$ cat src/sv/sbh_pkg.sv
package sbh_pkg;

    localparam int WORDS_PER_BLOCK = 16;
    localparam int ROUNDS          = 64;
    localparam int DIGEST_WORDS    = 8;

    typedef logic [31:0] word_t;
    typedef logic [$clog2(WORDS_PER_BLOCK)-1:0] pos_t;
    typedef logic [$clog2(ROUNDS)-1:0] round_t;
    typedef logic [$clog2(DIGEST_WORDS)-1:0] index_t;

    typedef word_t hash_t [DIGEST_WORDS];
    typedef word_t window_t [WORDS_PER_BLOCK];

    // Sequencer states, one-hot.
    typedef enum logic [3:0] {
        S_LOAD  = 4'b0001,
        S_ROUND = 4'b0010,
        S_ADD   = 4'b0100,
        S_OUT   = 4'b1000
    } state_t;

    localparam pos_t   LAST_POS   = pos_t'(WORDS_PER_BLOCK - 1);
    localparam round_t LAST_ROUND = round_t'(ROUNDS - 1);
    localparam index_t LAST_INDEX = index_t'(DIGEST_WORDS - 1);

    // Standard initial hash value.
    localparam hash_t INIT_HASH = '{
        32'h6a09e667, 32'hbb67ae85, 32'h3c6ef372, 32'ha54ff53a,
        32'h510e527f, 32'h9b05688c, 32'h1f83d9ab, 32'h5be0cd19
    };

    // Round constants.
    localparam word_t ROUND_K [ROUNDS] = '{
        32'h428a2f98, 32'h71374491, 32'hb5c0fbcf, 32'he9b5dba5,
        32'h3956c25b, 32'h59f111f1, 32'h923f82a4, 32'hab1c5ed5,
        32'hd807aa98, 32'h12835b01, 32'h243185be, 32'h550c7dc3,
        32'h72be5d74, 32'h80deb1fe, 32'h9bdc06a7, 32'hc19bf174,
        32'he49b69c1, 32'hefbe4786, 32'h0fc19dc6, 32'h240ca1cc,
        32'h2de92c6f, 32'h4a7484aa, 32'h5cb0a9dc, 32'h76f988da,
        32'h983e5152, 32'ha831c66d, 32'hb00327c8, 32'hbf597fc7,
        32'hc6e00bf3, 32'hd5a79147, 32'h06ca6351, 32'h14292967,
        32'h27b70a85, 32'h2e1b2138, 32'h4d2c6dfc, 32'h53380d13,
        32'h650a7354, 32'h766a0abb, 32'h81c2c92e, 32'h92722c85,
        32'ha2bfe8a1, 32'ha81a664b, 32'hc24b8b70, 32'hc76c51a3,
        32'hd192e819, 32'hd6990624, 32'hf40e3585, 32'h106aa070,
        32'h19a4c116, 32'h1e376c08, 32'h2748774c, 32'h34b0bcb5,
        32'h391c0cb3, 32'h4ed8aa4a, 32'h5b9cca4f, 32'h682e6ff3,
        32'h748f82ee, 32'h78a5636f, 32'h84c87814, 32'h8cc70208,
        32'h90befffa, 32'ha4506ceb, 32'hbef9a3f7, 32'hc67178f2
    };

    // Compression sigma on the first working word.
    function automatic word_t big_sigma0(input word_t x);
        return {x[1:0], x[31:2]} ^ {x[12:0], x[31:13]} ^ {x[21:0], x[31:22]};
    endfunction

    // Compression sigma on the fifth working word.
    function automatic word_t big_sigma1(input word_t x);
        return {x[5:0], x[31:6]} ^ {x[10:0], x[31:11]} ^ {x[24:0], x[31:25]};
    endfunction

    // Schedule sigma on the word fifteen back.
    function automatic word_t small_sigma0(input word_t x);
        return {x[6:0], x[31:7]} ^ {x[17:0], x[31:18]} ^ {3'b000, x[31:3]};
    endfunction

    // Schedule sigma on the word two back.
    function automatic word_t small_sigma1(input word_t x);
        return {x[16:0], x[31:17]} ^ {x[18:0], x[31:19]} ^ {10'b0, x[31:10]};
    endfunction

endpackage

$ cat src/sv/sbh_in_if.sv
interface sbh_in_if;
    import sbh_pkg::*;

    logic  valid;
    logic  ready;
    word_t msg_word;
    logic  first_block;
    logic  last_block;

    modport source (output valid, output msg_word, output first_block,
                    output last_block, input ready);
    modport sink (input valid, input msg_word, input first_block,
                  input last_block, output ready);
endinterface

$ cat src/sv/sbh_out_if.sv
interface sbh_out_if;
    import sbh_pkg::*;

    logic   valid;
    logic   ready;
    word_t  digest_word;
    index_t digest_index;
    logic   digest_end;

    modport source (output valid, output digest_word, output digest_index,
                    output digest_end, input ready);
    modport sink (input valid, input digest_word, input digest_index,
                  input digest_end, output ready);
endinterface

$ cat src/sv/sha256_block_hash.sv
// Takes one message word per cycle while loading; words 1 to 15 of a block are only shifted into the window.
// The sixteenth word starts the 64 rounds on the single round datapath, followed by the chaining
// add; no message word is taken during the rounds, the add or the digest output.
// A block marked last then presents its eight digest words, one per output request; the
// first is valid once the chaining add has completed.
// Reset (rst_n low, asynchronous) loads the initial hash value and clears the word position.
module sha256_block_hash (
    input  logic     clk,
    input  logic     rst_n,
    sbh_in_if.sink   msg_in,
    sbh_out_if.source digest_out
);
    import sbh_pkg::*;

    state_t  state_reg, state_next;
    pos_t    pos_reg, pos_next;
    round_t  round_reg, round_next;
    index_t  idx_reg, idx_next;
    logic    last_reg, last_next;
    hash_t   chain_reg, chain_next;
    hash_t   v_reg, v_next;
    window_t window_reg, window_next;

    logic    in_accept;
    logic    out_accept;
    word_t   sched_new;
    word_t   sum1;
    word_t   sum2;
    word_t   choose;
    word_t   major;

    // Handshakes.
    assign msg_in.ready = (state_reg == S_LOAD);
    assign in_accept    = msg_in.valid && msg_in.ready;
    assign out_accept   = digest_out.valid && digest_out.ready;

    // Digest words come straight from the chaining registers.
    assign digest_out.valid        = (state_reg == S_OUT);
    assign digest_out.digest_word  = chain_reg[idx_reg];
    assign digest_out.digest_index = idx_reg;
    assign digest_out.digest_end   = (idx_reg == LAST_INDEX);

    // Shared round unit: one schedule word and one compression round per cycle.
    always_comb
    begin
        sched_new = window_reg[0] + small_sigma0(window_reg[1]) + window_reg[9]
                  + small_sigma1(window_reg[14]);
        choose    = (v_reg[4] & v_reg[5]) ^ (~v_reg[4] & v_reg[6]);
        major     = (v_reg[0] & v_reg[1]) ^ (v_reg[0] & v_reg[2]) ^ (v_reg[1] & v_reg[2]);
        sum1      = v_reg[7] + big_sigma1(v_reg[4]) + choose + ROUND_K[round_reg]
                  + window_reg[0];
        sum2      = big_sigma0(v_reg[0]) + major;
    end

    // Sequencer and datapath next state.
    always_comb
    begin
        state_next  = state_reg;
        pos_next    = pos_reg;
        round_next  = round_reg;
        idx_next    = idx_reg;
        last_next   = last_reg;
        chain_next  = chain_reg;
        v_next      = v_reg;
        window_next = window_reg;

        case (state_reg)
            S_LOAD:
            begin
                if (in_accept)
                begin
                    if (msg_in.first_block)
                    begin
                        chain_next = INIT_HASH;
                    end
                    for (int i = 0; i < WORDS_PER_BLOCK - 1; i++)
                    begin
                        window_next[i] = window_reg[i + 1];
                    end
                    window_next[WORDS_PER_BLOCK - 1] = msg_in.msg_word;
                    pos_next = pos_reg + pos_t'(1);
                    if (pos_reg == LAST_POS)
                    begin
                        if (msg_in.first_block)
                        begin
                            v_next = INIT_HASH;
                        end
                        else
                        begin
                            v_next = chain_reg;
                        end
                        last_next  = msg_in.last_block;
                        round_next = '0;
                        state_next = S_ROUND;
                    end
                end
            end
            S_ROUND:
            begin
                for (int i = 0; i < WORDS_PER_BLOCK - 1; i++)
                begin
                    window_next[i] = window_reg[i + 1];
                end
                window_next[WORDS_PER_BLOCK - 1] = sched_new;
                v_next[7]  = v_reg[6];
                v_next[6]  = v_reg[5];
                v_next[5]  = v_reg[4];
                v_next[4]  = v_reg[3] + sum1;
                v_next[3]  = v_reg[2];
                v_next[2]  = v_reg[1];
                v_next[1]  = v_reg[0];
                v_next[0]  = sum1 + sum2;
                round_next = round_reg + round_t'(1);
                if (round_reg == LAST_ROUND)
                begin
                    state_next = S_ADD;
                end
            end
            S_ADD:
            begin
                for (int i = 0; i < DIGEST_WORDS; i++)
                begin
                    chain_next[i] = chain_reg[i] + v_reg[i];
                end
                idx_next   = '0;
                state_next = last_reg ? S_OUT : S_LOAD;
            end
            S_OUT:
            begin
                if (out_accept)
                begin
                    idx_next = idx_reg + index_t'(1);
                    if (idx_reg == LAST_INDEX)
                    begin
                        state_next = S_LOAD;
                    end
                end
            end
            default:
            begin
                state_next = S_LOAD;
            end
        endcase
    end

    // Control and chaining registers.
    always_ff @(posedge clk or negedge rst_n)
    begin
        if (!rst_n)
        begin
            state_reg <= S_LOAD;
            pos_reg   <= '0;
            round_reg <= '0;
            idx_reg   <= '0;
            last_reg  <= 1'b0;
            chain_reg <= INIT_HASH;
        end
        else
        begin
            state_reg <= state_next;
            pos_reg   <= pos_next;
            round_reg <= round_next;
            idx_reg   <= idx_next;
            last_reg  <= last_next;
            chain_reg <= chain_next;
        end
    end

    // Working variables and schedule window.
    always_ff @(posedge clk)
    begin
        v_reg      <= v_next;
        window_reg <= window_next;
    end

endmodule
$ cat src/flat_wrapper.sv
// flat-port wrapper written by rule: the top's interface ports become plain ports
module sha256_block_hash_flat import sbh_pkg::*;
  (clk, rst_n, msg_in_valid, msg_in_msg_word, msg_in_first_block, msg_in_last_block, msg_in_ready, digest_out_valid, digest_out_digest_word, digest_out_digest_index, digest_out_digest_end, digest_out_ready);
  sbh_in_if msg_in_i ();
  sbh_out_if digest_out_i ();
  input  logic clk;
  input  logic rst_n;
  input wire logic [$bits(msg_in_i.valid)-1:0] msg_in_valid;
  input wire logic [$bits(msg_in_i.msg_word)-1:0] msg_in_msg_word;
  input wire logic [$bits(msg_in_i.first_block)-1:0] msg_in_first_block;
  input wire logic [$bits(msg_in_i.last_block)-1:0] msg_in_last_block;
  output wire logic [$bits(msg_in_i.ready)-1:0] msg_in_ready;
  output wire logic [$bits(digest_out_i.valid)-1:0] digest_out_valid;
  output wire logic [$bits(digest_out_i.digest_word)-1:0] digest_out_digest_word;
  output wire logic [$bits(digest_out_i.digest_index)-1:0] digest_out_digest_index;
  output wire logic [$bits(digest_out_i.digest_end)-1:0] digest_out_digest_end;
  input wire logic [$bits(digest_out_i.ready)-1:0] digest_out_ready;
  assign msg_in_i.valid = msg_in_valid;
  assign msg_in_i.msg_word = msg_in_msg_word;
  assign msg_in_i.first_block = msg_in_first_block;
  assign msg_in_i.last_block = msg_in_last_block;
  assign msg_in_ready = msg_in_i.ready;
  assign digest_out_valid = digest_out_i.valid;
  assign digest_out_digest_word = digest_out_i.digest_word;
  assign digest_out_digest_index = digest_out_i.digest_index;
  assign digest_out_digest_end = digest_out_i.digest_end;
  assign digest_out_i.ready = digest_out_ready;
  sha256_block_hash u_core (.clk(clk), .rst_n(rst_n), .msg_in(msg_in_i), .digest_out(digest_out_i));
endmodule
$ cat config.mk
export PLATFORM = sky130hd
export DESIGN_NAME = sha256_block_hash_flat
export DESIGN_NICKNAME = d
export VERILOG_FILES = /design/src/sv/sbh_pkg.sv /design/src/sv/sbh_in_if.sv /design/src/sv/sbh_out_if.sv /design/src/sv/sha256_block_hash.sv /design/src/flat_wrapper.sv
export SDC_FILE = /design/constraint.sdc
export NUM_CORES = 2
export LEC_CHECK = 0
export BUFFER_PORTS_ARGS = -buffer_cell sky130_fd_sc_hd__buf_2
export CAP_MARGIN = 10
export CORE_MARGIN = 2
export CORE_UTILIZATION = 35
export CTS_CLUSTER_SIZE = 28
export DETAILED_ROUTE_END_ITERATION = 10
export PLACE_DENSITY = 0.5
export RECOVER_POWER = 50
export SLEW_MARGIN = 10
export SYNTH_ARGS = -nofsm -noshare
export SYNTH_HDL_FRONTEND = slang
export SYNTH_SLANG_ARGS = --single-unit
$ cat constraint.sdc
create_clock -name clk -period 12.6 [get_ports clk]
set_clock_uncertainty 0.1 [all_clocks]
set_input_delay 2.52 -clock clk [delete_from_list [all_inputs] [get_ports clk]]
set_output_delay 2.52 -clock clk [all_outputs]
set_load 0.05 [all_outputs]
==> flow_metrics.py <==
metrics = {
    "run_status": {
        "status": "finished, violations left",
        "violations": "capacitance limit, slew limit",
    },
    "grt": {
        "grt_usage_pct": 23.3,
        "grt_max_degree": 188,
        "antenna_found_initial": 3,
        "grt_pass1_wl_mm": 332,
        "globalRouteOverflowTotal": 0,
        "first_global_vias": 46800,
    },
    "synthesis": {
        "seq_area_frac_synth_pct": 45.0,
        "synthCells": 6283,
        "ys_seq_elements": 1042,
        "ys_warn_count": 0,
        "avgSynthCellArea_um2": 10.6,
        "async_flop_share_pct": 26.3,
        "synth_edf_count": 768,
        "synthesis.area_mm2": 0.0668,
        "synth.distinct_cells": 90,
        "synth_nets": 6911,
        "synth_flop_cell": "edfxtp_1",
    },
    "clocking": {
        "ctsResizeCount": 0,
        "hold_buffers": 0,
        "post_cts_buffers": 0,
        "cts-root-buf": "clkbuf_16",
        "cts_buffer_depth": 3,
        "cts_max_level": 4,
        "clk_pin_slew_worst_paths_ns": 0.07,
        "cts_sinks": 1042,
        "clock_latency_ns": 0.82,
        "numCtsBuffers": 130,
        "cts_tree": "yes",
    },
    "sta": {
        "fin_setup_tns_ns": 0,
        "timing.final.crit_share_pct": 87.3,
        "min_period_ns": 11.00,
        "slew_viol_final": 1118,
        "rsz0062_at_grt": "no",
        "slew_headroom_pct": -196,
        "setup_viol": 0,
        "max_freq_mhz": 90.9,
        "hold_violations": 0,
        "tightest_slew_ns": 4.44,
    },
    "detailed_routing": {
        "via_count": 49400,
        "drt_iter0_markers": 5059,
        "drc": 0,
        "ant_nets": 0,
        "routed_wl_mm": 230,
        "via_per_inst": 5.58,
        "drtPass1Iterations": 6,
        "post_drt_wl_per_cell_um": 25.9,
    },
    "worst_setup_path": {
        "cp.arrival_ns": 11.33,
        "worstSetupStartpointType": "register",
        "required_ns": 12.94,
        "crit_type": "reg -> reg",
        "worstSetupEndpointType": "register",
        "crit_path_max_incr_delay_ns": 1.04,
        "r2r_setup_slack_ns": 1.60,
        "crit_fanout": 26,
        "reg2regPathDepth": 35,
        "critPathSlowestCell": "dfrtp_1",
    },
    "floorplan": {
        "die_y_um": 441,
        "initial_utilization_pct": 35.2,
        "die_x_um": 441,
        "pin_count": 76,
        "core_mm2": 0.190,
        "die-area_mm2": 0.194,
        "std_cell_rows": 160,
    },
    "finish": {
        "regArea_mm2": 0.0301,
        "layout-drive-gt1-share_pct": 10.1,
        "num-nets-final": 6867,
        "fillCellCount": 18400,
        "final_cell_mix": "edfxtp_1 (768), nand2_1 (714), o21ai_0 (593), a21oi_1 (449), ha_1 (395)",
        "areaGrowthSynthToFinish_pct": 10.8,
        "multi_input_area_mm2": 0.0346,
        "layout_commonest_cell": "edfxtp_1",
        "largest_reg_flops": 512,
    },
    "placed_design": {
        "port_buffers": 75,
        "gp_congestion": 0.954,
        "hpwl_mm": 168,
    },
    "hold_path": {
        "min_path_type": "reg -> reg",
        "holdPathStages": 0,
    },
    "run": {
        "cap_violations": 21,
    },
}
==> metal layers <==
metal	vias up	GRT usage, %	share of wire [%]
met3	249	3.84	6.2
met4	0	6.03	2.4
li1	22700	-	-
met1	24900	34.7	48
met2	1526	34.8	44
met5	-	0	0
==> critical path: cells and delay by family (launching register included) <==
| family | cells | cell delay [ns] |
|---|---|---|
| flops | 1 | 1.04 |
| compound gates | 12 | 3.29 |
| fa+ha+maj | 8 | 3.49 |
| buf+inv | 5 | 0.82 |
| simple gates | 7 | 1.30 |
| xor+xnor | 3 | 0.58 |
==> kinds of logic after synthesis <==
kind of cell	synth area share (%)
xor+xnor	7.37
mux	3.62
flops	45.0
fa+ha+maj	13.6
simple gates	11.7
compound gates	15.4
buf+inv	3.23
==> cell type report <==
class                      instances  share of cell area [%]
timing repair buffer             148                    1.27
multi-input combinational       4666                    46.7
clock inverter                    61                    1.12
sequential                      1042                    40.7
tap                             2511                    4.24
clock buffer                     170                    4.72
inverter                         251                    1.27
antenna                            2                 0.00676
==> per-stage QoR <==
stage | hold WS [ns] | cells | cell area, um2 | setup slack (ns) | utilization, %
floorplan | 0.300 | 6283 | 66800 | 3.20 | -
detailed placement | 0.305 | 8618 | 69800 | 1.97 | 36.8
CTS | 0.282 | 8849 | 74100 | 1.86 | 39.0
global placement | 0.300 | 8618 | 69800 | 2.08 | 36.8
global route | 0.288 | 8849 | 74000 | 1.03 | 39.0
finish | 0.281 | 8851 | 74000 | 1.60 | 39.0
==> final timing paths <==
check	startpoint	end
worst max-delay path	u_core.round_reg[0]	u_core.v_reg[255]
worst min-delay path	u_core.window_reg[121]	u_core.window_reg[153]
worst max register to register	u_core.round_reg[0]	u_core.v_reg[255]
worst min register to register	u_core.window_reg[121]	u_core.window_reg[153]
max in group asynchronous	rst_n	u_core.digest_out.digest_index[1]
min in group asynchronous	rst_n	u_core.chain_reg[31]
==> synthesized netlist by cell type, types with 26 or more instances <==
library cell / count / share of area (%)
edfxtp_1: 768 / 35
nand2_1: 715 / 4.0
o21ai_0: 593 / 4.4
a21oi_1: 449 / 3.4
ha_1: 395 / 7.4
xnor2_1: 381 / 5.0
nor2_1: 282 / 1.6
clkbuf_1: 275 / 1.5
inv_1: 250 / 1.4
fa_1: 195 / 5.8
xor2_1: 181 / 2.4
a21o_1: 163 / 1.8
dfrtp_1: 137 / 5.1
dfstp_2: 137 / 5.4
nand3_1: 134 / 1.0
nand3b_1: 133 / 1.5
nor3_1: 119 / 0.89
mux4_2: 68 / 2.3
o21a_1: 59 / 0.66
mux2_2: 58 / 0.98
nand2b_1: 58 / 0.54
nor2b_1: 56 / 0.52
a211oi_1: 50 / 0.56
buf_1: 48 / 0.27
o31ai_1: 47 / 0.53
a31oi_1: 43 / 0.40
o21bai_1: 38 / 0.43
o211ai_1: 35 / 0.39
and3_1: 32 / 0.30
maj3_1: 26 / 0.39
Power is not shown: default switching activity piles up to over one toggle a cycle in this logic, so the estimate is an artifact.
